File: src/sv/assert_macros.svh
// Assertion helpers; each expects clk and rst_n in scope.
`ifndef ASSERT_MACROS_SVH
`define ASSERT_MACROS_SVH

// Same-cycle implication.
`define AFQ_ASSERT_NOW(label, cond, prop) \
    label: assert property (@(posedge clk) disable iff (!rst_n) (cond) |-> (prop)) \
        else $error("%m: check failed");

// Next-cycle implication.
`define AFQ_ASSERT_NXT(label, cond, prop) \
    label: assert property (@(posedge clk) disable iff (!rst_n) (cond) |=> (prop)) \
        else $error("%m: check failed");

`endif

File: src/sv/afq_pkg.sv
package afq_pkg;

    localparam logic OP_WRITE = 1'b0;
    localparam logic OP_QUANT = 1'b1;

    localparam logic [1:0] CFG_CLAMP_LOW  = 2'd0;
    localparam logic [1:0] CFG_CLAMP_HIGH = 2'd1;
    localparam logic [1:0] CFG_CHAN_MODE  = 2'd2;

    typedef struct packed {
        logic              opcode;
        logic [7:0]        channel;
        logic [31:0]       sample_bits;
        logic [31:0]       recip_scale_bits;
        logic signed [31:0] zero_offset;
    } afq_in_t;

    typedef struct packed {
        logic signed [31:0] qvalue;
        logic              nan_input;
    } afq_out_t;

    typedef struct packed {
        logic signed [31:0] clamp_low;
        logic signed [31:0] clamp_high;
        logic              per_channel_mode;
    } afq_cfg_t;

    typedef struct packed {
        logic        valid;
        logic [31:0] sample;
        logic [31:0] recip;
        logic [31:0] offset;
        logic        in_range;
    } afq_s1_t;

    typedef struct packed {
        logic              valid;
        logic              nan;
        logic              huge;
        logic              sign;
        logic signed [34:0] rint;
        logic signed [33:0] off;
    } afq_s5_t;

    // Position of the highest set bit, zero for zero.
    function automatic logic [5:0] lead_pos(input logic [37:0] x);
        logic [5:0] p;
        p = '0;
        for (int i = 0; i < 38; i++) begin
            if (x[i])
            begin
                p = 6'(i);
            end
        end
        return p;
    endfunction

    // Round an integer magnitude to 24 significant bits, ties to even.
    function automatic logic [37:0] rne24(input logic [37:0] mag, input logic [5:0] lp);
        logic [5:0]  k;
        logic [37:0] q;
        logic [37:0] rem;
        logic [37:0] half;
        logic [37:0] res;
        logic        inc;
        k    = lp - 6'd23;
        q    = mag >> k;
        half = 38'd1 << (k - 6'd1);
        rem  = mag & ((38'd1 << k) - 38'd1);
        inc  = (rem > half) || ((rem == half) && q[0]);
        res  = (q + 38'(inc)) << k;
        if (lp < 6'd24)
        begin
            res = mag;
        end
        return res;
    endfunction

endpackage

File: src/sv/afq_mul.sv
`include "assert_macros.svh"
module afq_mul (
    input  logic             clk,
    input  logic             rst_n,
    input  afq_pkg::afq_s1_t s1,
    input  logic             down_take,
    output logic             take,
    output afq_pkg::afq_s5_t s5
);
    import afq_pkg::*;

    typedef struct packed {
        logic              sign;
        logic              zero;
        logic              inf;
        logic              nan;
        logic signed [9:0] uexp;
        logic [23:0]       mant;
    } unpk_t;

    function automatic unpk_t unpack(input logic [31:0] x);
        unpk_t      u;
        logic [23:0] m;
        logic [5:0]  lp;
        logic [4:0]  nz;
        m      = {x[30:23] != 8'd0, x[22:0]};
        lp     = lead_pos(38'(m));
        nz     = 5'(6'd23 - lp);
        u.sign = x[31];
        u.zero = (x[30:0] == 31'd0);
        u.inf  = (x[30:23] == 8'hFF) && (x[22:0] == 23'd0);
        u.nan  = (x[30:23] == 8'hFF) && (x[22:0] != 23'd0);
        u.mant = m << nz;
        u.uexp = $signed({2'b00, (x[30:23] == 8'd0) ? 8'd1 : x[30:23]}) - 10'sd127
                 - $signed({5'd0, nz});
        return u;
    endfunction

    logic take2, take3, take4, take5;

    // stage 2: unpack and normalize
    logic              v2_reg;
    logic              sign2_reg, nan2_reg, inf2_reg, zero2_reg;
    logic signed [9:0] e2_reg;
    logic [23:0]       ma2_reg, mb2_reg;
    logic              offneg2_reg;
    logic [31:0]       offmag2_reg;
    logic [5:0]        offlp2_reg;
    unpk_t             ua, ub;
    logic [31:0]       rb, ob, offmag;

    // stage 3: multiply
    logic              v3_reg;
    logic              sign3_reg, nan3_reg, inf3_reg, zero3_reg;
    logic signed [9:0] e3_reg;
    logic [47:0]       p3_reg;
    logic signed [33:0] off3_reg;
    logic [37:0]       offr;

    // stage 4: round to fp32
    logic              v4_reg;
    logic              sign4_reg, nan4_reg, huge4_reg, small4_reg;
    logic signed [9:0] e4_reg;
    logic [23:0]       m4_reg;
    logic signed [33:0] off4_reg;
    logic signed [9:0] e0, e1;
    logic [47:0]       mn;
    logic              inc4;
    logic [24:0]       m25;
    logic [23:0]       mr;

    // stage 5: round to integral
    logic              v5_reg;
    logic              sign5_reg, nan5_reg, huge5_reg;
    logic signed [34:0] r5_reg;
    logic signed [33:0] off5_reg;
    logic [56:0]       fx;
    logic [33:0]       rmag;
    logic [5:0]        sh;

    assign take5 = !v5_reg || down_take;
    assign take4 = !v4_reg || take5;
    assign take3 = !v3_reg || take4;
    assign take2 = !v2_reg || take3;
    assign take  = take2;

    always_ff @(posedge clk or negedge rst_n)
    begin
        if (!rst_n)
        begin
            v2_reg <= 1'b0;
            v3_reg <= 1'b0;
            v4_reg <= 1'b0;
            v5_reg <= 1'b0;
        end
        else
        begin
            if (take2) v2_reg <= s1.valid;
            if (take3) v3_reg <= v2_reg;
            if (take4) v4_reg <= v3_reg;
            if (take5) v5_reg <= v4_reg;
        end
    end

    always_comb
    begin
        rb     = s1.in_range ? s1.recip : 32'd0;
        ob     = s1.in_range ? s1.offset : 32'd0;
        ua     = unpack(s1.sample);
        ub     = unpack(rb);
        offmag = ob[31] ? (32'd0 - ob) : ob;
    end

    always_ff @(posedge clk)
    begin
        if (take2)
        begin
            sign2_reg   <= ua.sign ^ ub.sign;
            nan2_reg    <= ua.nan || ub.nan || (ua.inf && ub.zero) || (ua.zero && ub.inf);
            inf2_reg    <= ua.inf || ub.inf;
            zero2_reg   <= ua.zero || ub.zero;
            e2_reg      <= ua.uexp + ub.uexp;
            ma2_reg     <= ua.mant;
            mb2_reg     <= ub.mant;
            offneg2_reg <= ob[31];
            offmag2_reg <= offmag;
            offlp2_reg  <= lead_pos(38'(offmag));
        end
    end

    assign offr = rne24(38'(offmag2_reg), offlp2_reg);

    always_ff @(posedge clk)
    begin
        if (take3)
        begin
            sign3_reg <= sign2_reg;
            nan3_reg  <= nan2_reg;
            inf3_reg  <= inf2_reg;
            zero3_reg <= zero2_reg;
            e3_reg    <= e2_reg;
            p3_reg    <= 48'(ma2_reg) * 48'(mb2_reg);
            off3_reg  <= offneg2_reg ? (34'd0 - 34'(offr[32:0])) : 34'(offr[32:0]);
        end
    end

    always_comb
    begin
        e0   = e3_reg + $signed({9'd0, p3_reg[47]});
        mn   = p3_reg[47] ? p3_reg : {p3_reg[46:0], 1'b0};
        inc4 = mn[23] && ((|mn[22:0]) || mn[24]);
        m25  = {1'b0, mn[47:24]} + 25'(inc4);
        if (m25[24])
        begin
            mr = 24'h800000;
            e1 = e0 + 10'sd1;
        end
        else
        begin
            mr = m25[23:0];
            e1 = e0;
        end
    end

    always_ff @(posedge clk)
    begin
        if (take4)
        begin
            sign4_reg  <= sign3_reg;
            nan4_reg   <= nan3_reg;
            huge4_reg  <= !nan3_reg && (inf3_reg || (!zero3_reg && (e1 > 10'sd32)));
            small4_reg <= !inf3_reg && (zero3_reg || (e1 < -10'sd1));
            e4_reg     <= e1;
            m4_reg     <= mr;
            off4_reg   <= off3_reg;
        end
    end

    always_comb
    begin
        sh   = 6'(e4_reg + 10'sd1);
        fx   = 57'(m4_reg) << sh;
        rmag = 34'(fx[56:24]) + 34'(fx[23] && ((|fx[22:0]) || fx[24]));
        if (nan4_reg || huge4_reg || small4_reg)
        begin
            rmag = '0;
        end
    end

    always_ff @(posedge clk)
    begin
        if (take5)
        begin
            sign5_reg <= sign4_reg;
            nan5_reg  <= nan4_reg;
            huge5_reg <= huge4_reg;
            r5_reg    <= sign4_reg ? (35'd0 - 35'(rmag)) : 35'(rmag);
            off5_reg  <= off4_reg;
        end
    end

    assign s5 = '{valid: v5_reg, nan: nan5_reg, huge: huge5_reg, sign: sign5_reg,
                  rint: r5_reg, off: off5_reg};

    // The fp32 product leaves rounding with a normalized significand.
    `AFQ_ASSERT_NOW(a_norm_mant, v4_reg && !nan4_reg && !huge4_reg && !small4_reg,
                    m4_reg[23])

endmodule

File: config.mk
export PLATFORM = sky130hd
export DESIGN_NAME = afq_mul
export DESIGN_NICKNAME = d
export VERILOG_FILES = /design/src/sv/afq_pkg.sv /design/src/sv/afq_mul.sv
export VERILOG_INCLUDE_DIRS = /design/src /design/src/sv
export SDC_FILE = /design/constraint.sdc
export NUM_CORES = 2
export LEC_CHECK = 0
export ABC_AREA = 1
export BUFFER_PORTS_ARGS = -buffer_cell sky130_fd_sc_hd__buf_4
export CORE_UTILIZATION = 30
export DETAILED_ROUTE_END_ITERATION = 8
export PLACE_DENSITY_LB_ADDON = 0.05
export SYNTH_ARGS = -nofsm -noshare
export SYNTH_HDL_FRONTEND = slang
export SYNTH_SLANG_ARGS = --single-unit
File: constraint.sdc
create_clock -name clk -period 12.3 [get_ports clk]
set_input_delay 2.46 -clock clk [delete_from_list [all_inputs] [get_ports clk]]
set_output_delay 2.46 -clock clk [all_outputs]
set_load 0.01 [all_outputs]
==> run summary <==
clock tree sinks: 340
setup skew after layout: 0.0508 ns
DR DRC count: 0
min Tclk post-route: 10.14 ns
commonest register cell after synthesis: sky130_fd_sc_hd__edfxtp_1
Async S/R FF share, synth: 0.0118
weighted congestion at the end of routability-driven global placement: 0.857
count of distinct cell types in the synthesized netlist: 77
setup slack at placement: 2.22 ns
placed wire-length estimate after detailed placement: 127000 um
Critical-path top delay cell: sky130_fd_sc_hd__inv_2
Setup crit end kind: flip-flop
total negative slack for setup checks: 0 ns
first-pass GRT wire length: 249000 um
post-synthesis instance area: 0.0467 mm^2
yosys warns: 0
Finish-stage setup viols: 0
number of clock buffers inserted by TritonCTS: 46
max FFs per register: 48
input/output buffers: 174
share of the cycle needed by the critical path after routing: 0.824
worst min-delay path class: flip-flop to flip-flop
Iteration-0 DRC Markers: 2601
via count of the first global-routing pass: 40900
number of H-tree branching levels: 2
RSZ-0062 raised after global routing: false
count of state elements after synthesis: 340
I/O pin count: 175
area enclosed by the die boundary: 0.157 mm^2
area of the placeable core: 0.154 mm^2
layout cell share with drive strength beyond 1: 0.0709
EDFF count, synth: 336
later-pin clock latency in the skew report: 0.65 ns
average instance area after synthesis: 7.31 um^2
top library cells by usage in the layout, fill and taps aside: sky130_fd_sc_hd__nand2_1 (1784), sky130_fd_sc_hd__inv_1 (1192), sky130_fd_sc_hd__nand3_1 (563)
actual transition at the worst max-transition pin: 1.21 ns
number of rows in the core area: 144
area grow syn2layout: 10.6%
Fmax achieved: 98.6 MHz
GRT Total Usage: 0.206
Resized Gates After CTS: 0
1st-pass router iterations: 8
critical path startpoint category: flip-flop
delay contributed by the slowest stage of the critical path: 0.66 ns
wire per inst: 19.2 um
Antenna Nets Post-Route: 0
headroom to the max-slew limit: 0.193
status: completed
count of mapped cells out of synthesis: 6389
CTS tree: yes
hold violation total from the final report: 0
Crit path arrival time: 10.55 ns
part of the Yosys area used for sequential elements: 0.218
required arrival time at the worst endpoint: 12.71 ns
number of hold buffers added after cts: 0
Max-Cap Viols: 0
maximum fanout along the worst path: 34
number of antenna violations at the first check in global routing: 3
Clock Tree Root: sky130_fd_sc_hd__clkbuf_16
buffers from clock root to sink, at most: 3
most used cell, CP: sky130_fd_sc_hd__nand2_1
effective utilization at floorplan: 0.303
detailed-route wire length: 163000 um
min setup slack post-route: 2.16 ns
sum of overflow across all layers after global routing: 0
clock-pin slew reported for the worst setup and hold paths after clock tree synthesis: 0.08 ns
category of the most critical setup path: flip-flop to flip-flop
pin count of the biggest net entering global routing: 78
number of buffers added for setup after CTS: 0
Net count, final: 7272
Die Span Y: 397 um
Post-Synthesis Net Count: 7222
number of max-slew violations in the final report: 0
vias per cell: 4.78
width of the chip: 397 um
leading cell type in the layout, fill and taps excluded: sky130_fd_sc_hd__nand2_1
via count: 40700
[layer usage]
metal	global-route usage	routed length, um
met5	0	0
met4	0.0383	2710
met3	0.0223	7440
met2	0.334	74600
met1	0.295	78500
[final timing paths]
| check | endpoint | slack (ns) | from | depth (start not counted) |
|---|---|---|---|---|
| min in group asynchronous | v4_reg | 1.60 | rst_n | 1 |
| setup / recovery | off3_reg[32] | 2.16 | offlp2_reg[3] | 55 |
| hold reg to reg | off4_reg[12] | 0.40 | off3_reg[12] | 0 |
| hold / removal | off4_reg[12] | 0.40 | off3_reg[12] | 0 |
| max in group asynchronous | v2_reg | 10.59 | rst_n | 1 |
| setup reg to reg | off3_reg[32] | 2.16 | offlp2_reg[3] | 55 |
[Yosys cell counts (all sizes together) (4+ instances only)]
cell     count  area (um^2)
nor2       458         1860
dfrtp        4          100
a211oi       4         30.0
clkbuf     164          616
o221ai      10         93.8
o21ai      329         1670
nor3b        8         70.1
mux2i       15          150
ha         239         2990
o22ai       22          150
buf         85          473
o211ai       8         60.1
a31oi       25          156
or2         27          169
o21a         8         60.1
nor4        26          175
o21bai      12         93.8
nand3      569         2880
inv       1212         4550
nand2     1811         6870
and2         4         25.0
xor2        97          891
nand3b      20          150
fa         493         9870
nand4       71          444
a21boi       8         60.1
o2111ai      4         35.0
edfxtp     336        10100
nor3        81          432
a21oi      154          797
clkinv       9         36.3
xnor2       51          465
[cell type report]
| cell class | instances | area, um^2 |
|---|---|---|
| Clock buffer | 54 | 1180 |
| Fill cell | 16800 | 103000 |
| Timing Repair Buffer | 251 | 1900 |
| Sequential cell | 340 | 10200 |
| Antenna cell | 1 | 2.50 |
| Multi-Input combinational cell | 4578 | 30900 |
| Tap cell | 2044 | 2560 |
| Inverter | 1222 | 4610 |
| Clock inverter | 32 | 337 |
[through the flow]
stage	cell area (um^2)	hold slack [ns]	cells	util
final	51700	0.403	8522	0.335
after detailed placement	50100	0.405	8435	0.325
after global routing	51700	0.407	8521	0.335
after global placement	50100	0.401	8435	0.325
after CTS	51700	0.394	8521	0.335
after floorplan	46700	0.400	6389	-
[cells by family after synthesis]
group,Yosys count,share of synthesized area
simple gates,3083,0.281
mux,15,0.00321
fa+ha+maj,732,0.275
xor+xnor,148,0.0290
flops,340,0.218
buf+inv,1471,0.122
compound gates,600,0.0715
[worst max-delay path: cells and delay by family, from the launching register on]
family	cells	cell delay [ns]
simple gates	32	4.32
fa+ha+maj	6	1.77
flops	1	0.52
compound gates	7	1.36
buf+inv	10	1.83
Power is left out: the tool's default activity adds up to more than one toggle a clock period on the data nets, which glitch-free logic cannot reach.
