**config.mk**
```make
export PLATFORM = sky130hd
export DESIGN_NAME = afq_sum
export DESIGN_NICKNAME = d
export VERILOG_FILES = /design/src/sv/afq_pkg.sv /design/src/sv/afq_sum.sv
export VERILOG_INCLUDE_DIRS = /design/src /design/src/sv
export SDC_FILE = /design/constraint.sdc
export NUM_CORES = 1
export LEC_CHECK = 0
export ABC_AREA = 1
export BUFFER_PORTS_ARGS = -buffer_cell sky130_fd_sc_hd__buf_2
export CORE_ASPECT_RATIO = 0.5
export CORE_MARGIN = 4
export CORE_UTILIZATION = 40
export CTS_BUF_LIST = sky130_fd_sc_hd__clkbuf_4 sky130_fd_sc_hd__clkbuf_8
export DETAILED_ROUTE_END_ITERATION = 16
export SYNTH_ARGS = -nofsm -noshare
export SYNTH_HDL_FRONTEND = slang
export SYNTH_SLANG_ARGS = --single-unit
```
**constraint.sdc**
```tcl
create_clock -name clk -period 12.6 [get_ports clk]
set_input_delay 1.26 -clock clk [delete_from_list [all_inputs] [get_ports clk]]
set_output_delay 1.26 -clock clk [all_outputs]
set_load 0.03 [all_outputs]
```
**src/sv/assert_macros.svh**
```systemverilog
// Assertion helpers; each expects clk and rst_n in scope.
`ifndef ASSERT_MACROS_SVH
`define ASSERT_MACROS_SVH

// Same-cycle implication.
`define AFQ_ASSERT_NOW(label, cond, prop) \
    label: assert property (@(posedge clk) disable iff (!rst_n) (cond) |-> (prop)) \
        else $error("%m: check failed");

// Next-cycle implication.
`define AFQ_ASSERT_NXT(label, cond, prop) \
    label: assert property (@(posedge clk) disable iff (!rst_n) (cond) |=> (prop)) \
        else $error("%m: check failed");

`endif

```
**src/sv/afq_pkg.sv**
```systemverilog
package afq_pkg;

    localparam logic OP_WRITE = 1'b0;
    localparam logic OP_QUANT = 1'b1;

    localparam logic [1:0] CFG_CLAMP_LOW  = 2'd0;
    localparam logic [1:0] CFG_CLAMP_HIGH = 2'd1;
    localparam logic [1:0] CFG_CHAN_MODE  = 2'd2;

    typedef struct packed {
        logic              opcode;
        logic [7:0]        channel;
        logic [31:0]       sample_bits;
        logic [31:0]       recip_scale_bits;
        logic signed [31:0] zero_offset;
    } afq_in_t;

    typedef struct packed {
        logic signed [31:0] qvalue;
        logic              nan_input;
    } afq_out_t;

    typedef struct packed {
        logic signed [31:0] clamp_low;
        logic signed [31:0] clamp_high;
        logic              per_channel_mode;
    } afq_cfg_t;

    typedef struct packed {
        logic        valid;
        logic [31:0] sample;
        logic [31:0] recip;
        logic [31:0] offset;
        logic        in_range;
    } afq_s1_t;

    typedef struct packed {
        logic              valid;
        logic              nan;
        logic              huge;
        logic              sign;
        logic signed [34:0] rint;
        logic signed [33:0] off;
    } afq_s5_t;

    // Position of the highest set bit, zero for zero.
    function automatic logic [5:0] lead_pos(input logic [37:0] x);
        logic [5:0] p;
        p = '0;
        for (int i = 0; i < 38; i++) begin
            if (x[i])
            begin
                p = 6'(i);
            end
        end
        return p;
    endfunction

    // Round an integer magnitude to 24 significant bits, ties to even.
    function automatic logic [37:0] rne24(input logic [37:0] mag, input logic [5:0] lp);
        logic [5:0]  k;
        logic [37:0] q;
        logic [37:0] rem;
        logic [37:0] half;
        logic [37:0] res;
        logic        inc;
        k    = lp - 6'd23;
        q    = mag >> k;
        half = 38'd1 << (k - 6'd1);
        rem  = mag & ((38'd1 << k) - 38'd1);
        inc  = (rem > half) || ((rem == half) && q[0]);
        res  = (q + 38'(inc)) << k;
        if (lp < 6'd24)
        begin
            res = mag;
        end
        return res;
    endfunction

endpackage

```
**src/sv/afq_sum.sv**
```systemverilog
`include "assert_macros.svh"
module afq_sum (
    input  logic              clk,
    input  logic              rst_n,
    input  afq_pkg::afq_s5_t  s5,
    input  afq_pkg::afq_cfg_t cfg,
    input  logic              rsp_stall,
    output logic              take,
    output logic              rsp_valid,
    output afq_pkg::afq_out_t rsp_data
);
    import afq_pkg::*;

    localparam logic signed [33:0] SAT_HI = 34'sd2147483648;
    localparam logic signed [33:0] SAT_LO = -34'sd2147483649;

    logic take6, take7, take8, take9;

    logic               v6_reg, nan6_reg, huge6_reg, sign6_reg;
    logic signed [37:0] s6_reg;

    logic               v7_reg, nan7_reg, huge7_reg, sign7_reg, neg7_reg;
    logic [37:0]        mag7_reg;
    logic [5:0]         lp7_reg;
    logic [37:0]        mag;

    logic               v8_reg, nan8_reg;
    logic signed [33:0] q8_reg;
    logic [37:0]        rr;
    logic signed [37:0] sv;
    logic signed [33:0] qn;

    logic               v9_reg, nan9_reg;
    logic signed [31:0] q9_reg;
    logic signed [33:0] lo, hi, c1, c2;

    assign take9 = !v9_reg || !rsp_stall;
    assign take8 = !v8_reg || take9;
    assign take7 = !v7_reg || take8;
    assign take6 = !v6_reg || take7;
    assign take  = take6;

    always_ff @(posedge clk or negedge rst_n)
    begin
        if (!rst_n)
        begin
            v6_reg <= 1'b0;
            v7_reg <= 1'b0;
            v8_reg <= 1'b0;
            v9_reg <= 1'b0;
        end
        else
        begin
            if (take6) v6_reg <= s5.valid;
            if (take7) v7_reg <= v6_reg;
            if (take8) v8_reg <= v7_reg;
            if (take9) v9_reg <= v8_reg;
        end
    end

    // exact integer sum of the converted zero point and the rounded product
    always_ff @(posedge clk)
    begin
        if (take6)
        begin
            nan6_reg  <= s5.nan;
            huge6_reg <= s5.huge;
            sign6_reg <= s5.sign;
            s6_reg    <= 38'(s5.off) + 38'(s5.rint);
        end
    end

    assign mag = s6_reg[37] ? (38'd0 - s6_reg) : s6_reg;

    always_ff @(posedge clk)
    begin
        if (take7)
        begin
            nan7_reg  <= nan6_reg;
            huge7_reg <= huge6_reg;
            sign7_reg <= sign6_reg;
            neg7_reg  <= s6_reg[37];
            mag7_reg  <= mag;
            lp7_reg   <= lead_pos(mag);
        end
    end

    // round sum to fp32, then saturate to one past the int32 range
    always_comb
    begin
        rr = rne24(mag7_reg, lp7_reg);
        sv = neg7_reg ? (38'sd0 - $signed(rr)) : $signed(rr);
        if (huge7_reg)
        begin
            qn = sign7_reg ? SAT_LO : SAT_HI;
        end
        else if (sv >= 38'sd2147483648)
        begin
            qn = SAT_HI;
        end
        else if (sv < -38'sd2147483648)
        begin
            qn = SAT_LO;
        end
        else
        begin
            qn = 34'(sv);
        end
    end

    always_ff @(posedge clk)
    begin
        if (take8)
        begin
            nan8_reg <= nan7_reg;
            q8_reg   <= qn;
        end
    end

    always_comb
    begin
        lo = 34'(cfg.clamp_low);
        hi = 34'(cfg.clamp_high);
        c1 = (q8_reg < lo) ? lo : q8_reg;
        c2 = (c1 > hi) ? hi : c1;
        if (nan8_reg)
        begin
            c2 = lo;
        end
    end

    always_ff @(posedge clk)
    begin
        if (take9)
        begin
            nan9_reg <= nan8_reg;
            q9_reg   <= c2[31:0];
        end
    end

    assign rsp_valid = v9_reg;
    assign rsp_data  = '{qvalue: q9_reg, nan_input: nan9_reg};

    `AFQ_ASSERT_NOW(a_nan_low, v9_reg && nan9_reg, q9_reg == cfg.clamp_low)
    `AFQ_ASSERT_NOW(a_in_bounds,
                    v9_reg && !nan9_reg && (cfg.clamp_low <= cfg.clamp_high),
                    (q9_reg >= cfg.clamp_low) && (q9_reg <= cfg.clamp_high))

endmodule

```
==> results.yml, run 1 <==
run_status:
  outcome: "finished clean"
clocking:
  ctsResizeCount: 0
  cts_hold_buf: 0
  clock-sinks: 159
  clk_pin_slew_ns: 0.09
  cts_buffers: 17
  cts-htree-levels: 4
  cts_setup_buffers: 0
  cts_tree: "done"
  cts_root_buffer: "clkbuf_8"
  worstSkewPairLatency_ns: 0.50
  clockBufferDepth: 2
sta:
  clock.fmax_ghz: 0.0884
  finalMaxSlewViolations: 0
  period_share_pct: 89.8
  worst_pin_slew_ns: 1.05
  setup_viol: 0
  setup-tns-final_ns: 0
  min_period_ns: 11.32
  worst_clock_skew_ns: 0.0237
  hold_viol_final: 0
  rsz0062_at_grt: "no"
  slew_headroom_pct: 29.9
routing:
  dr.pass1.iters: 6
  wl_per_cell_um: 17.5
  detail-route-antenna-nets: 0
  viasPerCell: 5.41
  vias: 22300
  drt-initial-drc-count: 2389
  drc_errors: 0
  totalWireLength_um: 72300
finish:
  most-common-layout-cells: "nand2_1, nand3_1, inv_1, nor2_1, buf_2"
  final_common_cell: "nand2_1"
  fin_nets: 3716
  largest_reg_flops: 38
  area_growth_pct: 8.31
  drive_gt1_share_pct: 9.73
  nFillCells: 5578
floorplan:
  dieArea_mm2: 0.0557
  core_mm2: 0.0507
  initial_core_util_pct: 40.8
  die_w_um: 330
  rows: 58
  die_h_um: 169
  io_pins: 176
yosys:
  synthArstFlopShare_pct: 2.52
  yosysSeqAreaShare_pct: 23.0
  ys_types: 57
  avgSynthCellArea_um2: 6.22
  synth-seq-cells: 159
  synth_cells: 3327
  synth_area_mm2: 0.0207
  synth_ff_type: "edfxtp_1"
  synth_top_cell_area_share_pct: 22.5
  synthTopCellsByArea: "edfxtp_1, nand2_1, nand3_1"
  synth_edf_count: 155
  yosysWarnings: 0
  synth_area_leader_cell: "edfxtp_1"
critical_path:
  critPathSlowestCell: "edfxtp_1"
  criticalPathCategory: "reg -> reg"
  cp.arrival_ns: 11.51
  cp_common_cell: "nand2_1"
  worst_setup_path_start_kind: "flip-flop"
  required_ns: 12.79
  crit_path_end_kind: "flip-flop"
  crit_fanout: 32
  slowest_delay_ns: 0.52
global_routing:
  grt_pass1_wl_um: 112000
  grt_pass1_vias: 19900
  antenna_found_initial: 1
  grt_max_degree: 86
  gr-total-overflow: 0
  track_usage_pct: 25.5
placed_design:
  gp_congestion: 0.993
  place_hpwl_um: 59000
  numPortBuffers: 174
hold_path:
  hp-class: "reg -> reg"
job:
  cap_viol_max_count: 0
==> synthesized netlist by cell type, types with 5 or more instances <==
| master | count |
|---|---|
| nand4_1 | 56 |
| buf_6 | 13 |
| o21a_1 | 5 |
| o21ai_0 | 161 |
| inv_1 | 368 |
| buf_1 | 22 |
| nand3b_1 | 8 |
| nand2_1 | 929 |
| xnor2_1 | 30 |
| xor2_1 | 70 |
| o21bai_1 | 5 |
| ha_1 | 153 |
| a21boi_0 | 7 |
| buf_4 | 15 |
| a21oi_1 | 159 |
| or2_2 | 11 |
| a31oi_1 | 10 |
| clkbuf_1 | 46 |
| o2111ai_1 | 5 |
| nor4_1 | 7 |
| buf_2 | 36 |
| inv_2 | 14 |
| nand3_1 | 570 |
| nor3_1 | 64 |
| o211ai_1 | 5 |
| nand3_2 | 10 |
| nand2_2 | 12 |
| nor2_4 | 6 |
| edfxtp_1 | 155 |
| nor2_1 | 298 |
| nor2_2 | 21 |
==> cells by family after synthesis <==
group	after synthesis	share of synthesized area [%]
AND/OR/NAND/NOR	2011	42.9
flip-flops	159	23.0
adder cells (fa/ha/maj)	154	9.35
AO/OA/AOI/OAI	384	10.1
XOR/XNOR	101	4.31
buffers and inverters	517	10.4
other	1	0.0181
==> routing by layer <==
metal	wire length (µm)	vias up	track usage, %
li1	-	11300	-
met1	34500	10100	37.6
met2	30300	870	39.0
met3	5800	97	3.45
met4	1820	0	6.86
met5	0	-	0
==> cell type report <==
class | count | area, µm² | area share (%)
Multi-Input combinational cell | 2652 | 13800 | 61.7
Sequential cell | 159 | 4750 | 21.2
Inverter | 385 | 1450 | 6.46
Timing Repair Buffer | 206 | 1110 | 4.96
Tap cell | 690 | 863 | 3.85
Clock buffer | 18 | 241 | 1.08
Clock inverter | 14 | 155 | 0.692
Antenna cell | 1 | 2.50 | 0.0112
==> path summary, 6_finish.rpt <==
path	start	endpoint	slack, ns	cells after the start
worst max-delay path	lp7_reg[3]	q8_reg[4]	1.28	67
worst min-delay path	huge6_reg	huge7_reg	0.43	0
worst max register to register	lp7_reg[3]	q8_reg[4]	1.28	67
worst min register to register	huge6_reg	huge7_reg	0.43	0
max in group asynchronous	rst_n	rsp_valid	11.91	1
min in group asynchronous	rst_n	v7_reg	0.56	1
==> stage by stage <==
stage	utilization, %	cell area (µm²)	hold slack (ns)	setup WS [ns]	instances
floorplan	-	20700	0.400	4.19	3328
global placement	43.5	22000	0.401	1.64	4092
detailed placement	43.5	22000	0.406	1.49	4092
CTS	44.2	22400	0.429	1.44	4124
global route	44.2	22400	0.437	0.0490	4125
finish	44.2	22400	0.430	1.28	4125
==> critical path: cells and delay by family, from the launching register on <==
kind,cells,cell delay (ns)
flops,1,0.52
fa+ha+maj,4,1.08
simple gates,52,7.90
buf+inv,9,1.27
compound gates,2,0.17
Power of run 1 is not shown: default switching activity piles up to over one toggle a cycle in this logic, so the estimate is an artifact.
==> inputs of run 2 (changes only) <==
--- a/config.mk
+++ b/config.mk
@@ -9,8 +9,8 @@
 export ABC_AREA = 1
 export BUFFER_PORTS_ARGS = -buffer_cell sky130_fd_sc_hd__buf_2
 export CORE_ASPECT_RATIO = 0.5
-export CORE_MARGIN = 4
-export CORE_UTILIZATION = 40
+export CORE_MARGIN = 5
+export CORE_UTILIZATION = 25
 export CTS_BUF_LIST = sky130_fd_sc_hd__clkbuf_4 sky130_fd_sc_hd__clkbuf_8
 export DETAILED_ROUTE_END_ITERATION = 16
 export SYNTH_ARGS = -nofsm -noshare
==> run 2 against run 1 <==
  * Worst setup slack better by 0.32 ns
  * Highest routed layer unchanged
  * Utilization fell by 16 points
  * Critical path depth rose by 2
  * Critical path type unchanged
  * Sequential share of layout area down 0.59 points
  * Fmax is 2.9% higher
  * Clock-buffer cell count is 1 higher
  * Non-clock buffer count rose by 5
==> results.yml, run 2 (synthesized netlist as in run 1, its figures left out) <==
routing:
  wl_per_cell_um: 16.9
  detail-route-antenna-nets: 0
  dr.pass1.iters: 6
  viasPerCell: 4.90
  drt-initial-drc-count: 2264
  drc_errors: 0
  vias: 22300
  totalWireLength_um: 76700
sta:
  clock.fmax_ghz: 0.0909
  hold_viol_final: 0
  rsz0062_at_grt: "no"
  setup-tns-final_ns: 0
  worst_clock_skew_ns: 0.0228
  finalMaxSlewViolations: 0
  period_share_pct: 87.3
  slew_headroom_pct: 27.8
  worst_pin_slew_ns: 1.08
  setup_viol: 0
  min_period_ns: 11.00
  hold-worst-slack_ns: 0.419
global_routing:
  grt_util_met1_pct: 24.3
  gr-usage-met3_pct: 2.07
  antenna_found_initial: 1
  gr-total-overflow: 0
  grt_max_degree: 80
  grt_util_met2_pct: 26.2
  grt_pass1_vias: 20500
  top_usage_layer: "met2"
  grt_pass1_wl_um: 117000
  track_usage_pct: 16.6
floorplan:
  die_h_um: 213
  core_mm2: 0.0818
  die_w_um: 417
  io_pins: 176
  initial_core_util_pct: 25.3
  dieArea_mm2: 0.0890
  rows: 74
critical_path:
  crit_fanout: 32
  cp.arrival_ns: 11.24
  required_ns: 12.84
  crit_start: "lp7_reg[3]"
  cp_top_family: "simple AND/OR/NAND/NOR gates"
  reg2reg_setup_slack_ns: 1.60
  r2r_cells: 69
  crit_path_end_kind: "flip-flop"
  criticalPathCategory: "reg -> reg"
  path_buf_inv: 9
  slowest_delay_ns: 0.54
  cp_common_cell: "nand2_1"
  crit-reg2reg-capture: "q8_reg[28]"
  critPathSlowestCell: "nand2_1"
  worst_setup_path_start_kind: "flip-flop"
  r2r-start: "lp7_reg[3]"
finish:
  largest_reg_flops: 38
  area_growth_pct: 11.4
  drive_gt1_share_pct: 9.83
  instances_no_fill: 4542
  nFillCells: 9231
  multi_input_area_mm2: 0.0138
  most-common-layout-cells: "nand2_1, nand3_1, inv_1, nor2_1, buf_2"
  register_area_mm2: 0.00475
  final_common_cell: "nand2_1"
  finish.utilization_pct: 28.2
  fin_nets: 3721
clocking:
  cts_root_buffer: "clkbuf_8"
  cts_buffers: 17
  cts_hold_buf: 0
  cts_tree: "done"
  worstSkewPairLatency_ns: 0.53
  clockBufferDepth: 2
  ctsResizeCount: 0
  cts-htree-levels: 4
  clock-sinks: 159
  cts_setup_buffers: 0
  clk_pin_slew_ns: 0.10
placed_design:
  numPortBuffers: 174
  place_hpwl_um: 63500
  placed_cells: 4509
  gp_congestion: 0.946
hold_path:
  hold_start: "sign6_reg"
  hp-class: "reg -> reg"
  hold_depth: 0
  holdPathEnd: "sign7_reg"
job:
  cap_viol_max_count: 0
run_status:
  outcome: "finished clean"
==> run 2: cell types whose count changed in the layout (fill, tap and decap cells not counted), moves of 3 or more <==
cell and change:
inv_6 -3, clkinv_4 +3, clkinvlp_4 -5, buf_4 +5, bufinv_16 +4
==> run 2: layer usage <==
metal / share of wire [%] / vias to the layer above
met3: 6.2 / 82
met4: 2.1 / 0
met2: 43 / 724
li1: - / 11300
met1: 48 / 10200
met5: 0 / -
==> run 2: worst max path at each step <==
stage,to,cells past startpoint,slack [ns]
after floorplan,q8_reg[10],72,4.19
after global placement,q8_reg[29],69,1.88
after detailed placement,q8_reg[28],69,1.74
after CTS,q8_reg[28],69,1.71
after global routing,q8_reg[15],69,0.51
final,q8_reg[28],69,1.60
==> run 2: metrics by stage <==
step           setup slack, ns  cell area [µm²]
6_report                  1.60            23100
5_1_grt                  0.508            23100
4_1_cts                   1.71            23100
3_5_place_dp              1.74            22600
3_3_place_gp              1.88            22600
2_1_floorplan             4.19            20700
==> run 2: final cells by class <==
type,instances,area share [%]
inverter,385,6.28
timing repair buffer,211,4.98
clock buffer,19,1.08
multi-input combinational,2652,60.0
antenna,1,0.0109
sequential,159,20.6
tap,1102,5.98
clock inverter,13,1.03
Power of run 2 is left out for the same reason.
